### src/rtl/sorted_discrete_histogram_macros.svh
// Assertion macros shared by the histogram RTL.
// Both macros expect signals named clk and arst_n in the using module.
`ifndef SORTED_DISCRETE_HISTOGRAM_MACROS_SVH
`define SORTED_DISCRETE_HISTOGRAM_MACROS_SVH

// The consequent must hold in the same cycle as the antecedent.
`define SDH_ASSERT_NOW(lbl, ante, cons, msg) \
	lbl: assert property (@(posedge clk) disable iff (!arst_n) (ante) |-> (cons)) \
		else $error(msg);

// The consequent must hold in the cycle after the antecedent.
`define SDH_ASSERT_NEXT(lbl, ante, cons, msg) \
	lbl: assert property (@(posedge clk) disable iff (!arst_n) (ante) |=> (cons)) \
		else $error(msg);

`endif

### src/rtl/sdh_div.sv
// Restoring divider, one quotient bit per cycle, for the histogram statistics.
// Standalone; instantiated by sorted_discrete_histogram.
module sdh_div #(
	parameter int NW = 104,
	parameter int DW = 38
) (
	input  logic          clk,
	input  logic          arst_n,
	input  logic          start,
	input  logic [NW-1:0] num,
	input  logic [DW-1:0] den,
	output logic          done,
	output logic [NW-1:0] quot,
	output logic          rem_nz
);
	localparam int CW = $clog2(NW + 1);

	logic [NW-1:0] num_q;
	logic [NW-1:0] quot_q;
	logic [DW-1:0] rem_q;
	logic [DW-1:0] den_q;
	logic [CW-1:0] cnt_q;
	logic          busy_q;
	logic          done_q;
	logic [DW:0]   shifted;
	logic [DW:0]   diff;
	logic          ge;

	assign shifted = {rem_q, num_q[NW-1]};
	assign diff    = shifted - {1'b0, den_q};
	assign ge      = shifted >= {1'b0, den_q};

	always_ff @(posedge clk or negedge arst_n) begin
		if (!arst_n) begin
			busy_q <= 1'b0;
			done_q <= 1'b0;
			cnt_q  <= '0;
			num_q  <= '0;
			quot_q <= '0;
			rem_q  <= '0;
			den_q  <= '0;
		end else begin
			done_q <= 1'b0;
			if (start) begin
				busy_q <= 1'b1;
				cnt_q  <= CW'(NW);
				num_q  <= num;
				den_q  <= den;
				rem_q  <= '0;
				quot_q <= '0;
			end else if (busy_q) begin
				rem_q  <= ge ? diff[DW-1:0] : shifted[DW-1:0];
				quot_q <= {quot_q[NW-2:0], ge};
				num_q  <= num_q << 1;
				cnt_q  <= cnt_q - CW'(1);
				if (cnt_q == CW'(1)) begin
					busy_q <= 1'b0;
					done_q <= 1'b1;
				end
			end
		end
	end

	assign done   = done_q;
	assign quot   = quot_q;
	assign rem_nz = |rem_q;
endmodule

### config.mk
export PLATFORM = sky130hd
export DESIGN_NAME = sdh_div
export DESIGN_NICKNAME = d
export VERILOG_FILES = /design/src/rtl/sorted_discrete_histogram_macros.svh /design/src/rtl/sdh_div.sv
export SDC_FILE = /design/constraint.sdc
export NUM_CORES = 1
export LEC_CHECK = 0
export CORE_UTILIZATION = 55
export CTS_CLUSTER_DIAMETER = 200
export DETAILED_ROUTE_END_ITERATION = 16
export DONT_BUFFER_PORTS = 1
export GPL_ROUTABILITY_DRIVEN = 0
export PLACE_DENSITY_LB_ADDON = 0.08
export REMOVE_ABC_BUFFERS = 1
export SLEW_MARGIN = 20
export SYNTH_ARGS = -nofsm -noshare
export SYNTH_HDL_FRONTEND = slang
export SYNTH_SLANG_ARGS = --single-unit
### constraint.sdc
create_clock -name clk -period 3.8 [get_ports clk]
set_input_delay 0.76 -clock clk [delete_from_list [all_inputs] [get_ports clk]]
set_output_delay 0.76 -clock clk [all_outputs]
set_load 0.05 [all_outputs]
Yosys cells after proc, flatten, opt, wreduce, memory -nomap -nowiden
Index checks and enable logic that the tools add are counted.
- bits in registers: 293
- bits in latches: 0
- RAM bits: 0
- memory bits (read-only): 0
- output and inout port bits: 106
- logic and storage cells: 28
- memories kept: 0
- $add $sub $neg: 2
- multipliers: 0
- divide/modulo/power cells: 0
- order comparisons: 1
- equal/unequal tests: 1
- shifts and indexed selects: 0
- mux-type cells: 15
- bitwise gates (word level): 0
- reductions and logical operators: 2
- operator list (kind ; count):
    two-way mux 104 bit ; 4
    two-way mux 38 bit ; 3
    greater-or-equal comparator 39 x 38 -> 1 bit ; 1
    OR reduction 38 bit ; 1
    subtractor 38 bit ; 1
    two-way mux 7 bit ; 2
    == test 7 x 1 -> 1 bit, second input constant ; 1
    subtractor 7 x 1 -> 7 bit, second input constant ; 1
    two-way mux 1 bit ; 6
    nonzero test 2 bit ; 1

Depth between registers and ports, before layout
- depth in word-level cells: 4
- depth in mapped cells: 12
- mapped depth without buffers: 12

Worst setup path before layout
Ideal clock, no wire load.
- path kind: register -> register
- start point: register num_q[103]
- end point: register rem_q[34]
- data arrival time: 2.541 ns
- data required time: 3.668 ns
- path slack: 1.126 ns
- stages on the path, launching flop included: 13
- buffers on the path: 0
- cell sequence: dfrtp_1 -> inv_1 -> ha_1 -> inv_1 -> fa_1 -> a21oi_1 -> o211ai_1 -> a21oi_1 -> o31a_1 -> o21ai_0 -> o41ai_1 -> xor2_1 -> o22ai_1
- cells in the longest elaborated chain, start to end: 4
- elaborated cells on any way between the ends: 5
- RTL lines (item ; line ; text):
    start: declaration ; sdh_div.sv:18 ; logic [NW-1:0] num_q;
    start signal: assignment ; sdh_div.sv:47 ; num_q <= num;
    start signal: assignment ; sdh_div.sv:54 ; num_q <= num_q << 1;
    subtractor 38 bit or greater-or-equal comparator 39 x 38 -> 1 bit (tied branches) ; sdh_div.sv:30, sdh_div.sv:31 ;
    two-way mux 38 bit * ; sdh_div.sv:52 ; rem_q <= ge ? diff[DW-1:0] : shifted[DW-1:0];
    two-way mux 38 bit * ; sdh_div.sv:51 ; end else if (busy_q) begin
    two-way mux 38 bit * ; sdh_div.sv:44 ; if (start) begin
    end signal: assignment ; sdh_div.sv:52 ;
    end: declaration ; sdh_div.sv:20 ; logic [DW-1:0] rem_q;
Mark *: on every way between the ends. The rest lies on a longest branch, timed or not. The select of a mux whose other input is x is not followed.
A chain may end at the register's enable or synchronous reset.

Final worst setup path
Ends and elaborated chain as after synthesis.

==> reports/results.ini <==
[cells_and_area]
final_cell_mix = dfrtp_1, nand2_1, mux2i_1
area_growth_syn_to_layout_pct = 7.734
fin_area_um2 = 16280
mostFrequentLayoutCell = dfrtp_1
layoutNonFillerInstCount = 1837
post-route-util_pct = 60.40
drive_gt1_share_pct = 6.756
fin_nets = 1662

[sta]
maxSlewViolCount = 0
fin_skew_ps = 13.23
worst_hold_slack_ps = -33.70
final-hold-violation-count = 51
rsz0062_at_grt = false
timing.final.crit_share_pct = 83.87
setup_viol = 0
fmax_ghz = 0.3138
slew_headroom_pct = 43.50
layout_min_cycle_time_ps = 3187
worst_pin_slew_ps = 847.5

[detailed_routing]
ant_nets = 0
routed_wl_um = 32690
vias_per_cell = 5.790
wl_per_cell_um = 17.80
drtPass1Iterations = 7
initialDrtViolationCount = 829
dr_total_vias = 10636
drc = 0

[pwr]
clkPwrFrac_pct = 34.3
irDropWorstVdd_uv = 343.5
netSwitchingFraction_pct = 31.24
p_int_mw = 6.351
p_leak_nw = 8.712
pwr-share-seq_pct = 39.6
combPwrFrac_pct = 26.1
switchingPower_mw = 2.885
finalPower_mw = 9.236
powerDensity_nw_per_um2 = 567.4

[critical_path]
critPathKind = register to register
critPathMaxFanout = 5
critPathLaunchType = register
critical_path_required_ps = 4170
worstPathArrival_ps = 3560
r2r_cells = 12
cp-end-kind = register

[grt]
antenna_found_initial = 2
grt_pass1_wl_um = 53160
busiest_layer = met2
grt_pass1_vias = 10254
grt_max_degree = 427
use_met3_pct = 7.610
overflow = 0
use_met2_pct = 35.80
grtUsageMet1_pct = 31.35
grt_use_total_pct = 23.04

[synth]
yosysUniqueCellTypes = 81
synth_area_um2 = 15110
synth_edf_count = 0
ys_seq_area_share_pct = 48.52
async_flop_share_pct = 100.0
syn_inst = 1530
ys_ff_latch = 293
yosysWarnings = 0
ys.flop_type = dfrtp_1
avgSynthCellArea_um2 = 9.876

[clock_network]
cts-resized-gates = 0
cts_setup_buffers = 0
numCtsBuffers = 34
root_buffer = clkbuf_16
cts_sinks = 293
cts_tree = yes
clkSlewWorstSetupHoldPaths_ps = 60
htree_levels = 2
ctsLongestPathBuffers = 3
clk_latency_ps = 500

[place]
place.port_buffers = 0
dpl.cell_count = 1781
hpwl_um = 21020
detailed_place.area_um2 = 15200

[die]
die-height_um = 167.8
start_util_pct = 56.07
core_region_area_um2 = 26950
io_pins = 251
die_area_um2 = 28140
die_w_um = 167.8
placementRows = 60

[job]
drv_cap = 0

[status]
violations = negative hold slack
status = finished with violations

[worst_hold_path]
hp-class = input port to asynchronous set/reset pin

==> state kept, by name (all words and copies together), names as in the netlist <==
name,flops
num_q,104
busy_q,1
den_q,38
cnt_q,7
rem_q,38
quot,104
done,1
==> metrics by stage <==
stage,setup WS [ps],TNS (ps)
floorplan,-5712,-1245110
global placement,765.2,0
detailed placement,651.0,0
CTS,640.7,0
global route,410.8,0
finish,612.8,0
==> power by group through the flow <==
stage	registers (mW)	clock network, mW	logic, mW
detailed placement	3.71	0	2.40
global route	3.70	3.35	2.70
floorplan	3.64	0	1.91
CTS	3.66	3.25	2.41
global placement	3.70	0	2.36
finish	3.66	3.16	2.41
==> cell usage after synthesis (5+ instances only) <==
library cell / n / area (um2)
dfrtp_1: 293 / 7332
nand2_1: 220 / 825.8
mux2i_1: 211 / 2112
o21ai_0: 167 / 835.8
nor2_1: 159 / 596.8
clkbuf_1: 72 / 270.3
inv_1: 54 / 202.7
a21oi_1: 41 / 205.2
ha_1: 40 / 500.5
a311oi_2: 22 / 330.3
xnor2_1: 19 / 166.4
nand3_1: 14 / 70.07
xor2_1: 14 / 122.6
a21o_1: 13 / 97.59
nor3_1: 12 / 60.06
nor4_1: 12 / 75.07
a211oi_1: 11 / 82.58
nand4_1: 10 / 62.56
buf_1: 9 / 33.78
o22ai_1: 7 / 43.79
a31oi_1: 6 / 37.54
buf_2: 6 / 30.03
nor3b_1: 6 / 45.04
a41oi_1: 5 / 43.79
and3_1: 5 / 31.28
buf_6: 5 / 56.30
nand2b_1: 5 / 31.28
o211ai_1: 5 / 37.54
o21bai_1: 5 / 37.54
or3_1: 5 / 31.28
==> layer usage <==
metal | routed length [um] | share of wire, % | vias up
met5 | 13 | 0.040 | -
met4 | 574 | 1.8 | 2
li1 | - | - | 5222
met3 | 2800 | 8.6 | 52
met2 | 14730 | 45 | 283
met1 | 14570 | 45 | 5077
==> worst max-delay path, cell delays in order, from the launching register on <==
cell      delay (ps)
dfrtp_1          380
inv_1             70
ha_1             160
inv_1             60
fa_1             390
a21oi_1          270
o211ai_1         140
a21oi_1          530
o31a_1           280
o21ai_0          150
o41ai_1          360
xor2_1           180
o22ai_1          100
==> final cells by class <==
cell class              count  area (um2)
fillers                  2373       10670
flip-flops and latches    293        7336
multi-input cells        1087        7161
clock buffers              50        1002
well taps                 341       426.7
inverters                  54       202.7
clock inverters             5       78.83
repair buffers              6       70.07
diodes                      1       2.502
==> path summary, 6_finish.rpt <==
kind	end	start	slack [ps]
min reg2reg	den_q[0]	den_q[0]	510
max reg2reg	rem_q[34]	num_q[103]	610
max in group asynchronous	num_q[64]	arst_n	3510
max	rem_q[34]	num_q[103]	610
min in group clk	den_q[16]	den[16]	380
min	den_q[17]	arst_n	-30
==> cells by family after synthesis <==
| kind of cell | Yosys count | share of synthesized area (%) |
|---|---|---|
| muxes | 213 | 14.13 |
| adders and majority gates | 41 | 3.445 |
| DFF | 293 | 48.52 |
| AOI/OAI and AO/OA | 320 | 14.10 |
| xor gates and xnor gates | 33 | 1.913 |
| and+or+nand+nor | 480 | 13.80 |
| buffers and inverters | 150 | 4.090 |
Note: power is estimated with default switching activity, not from simulation.
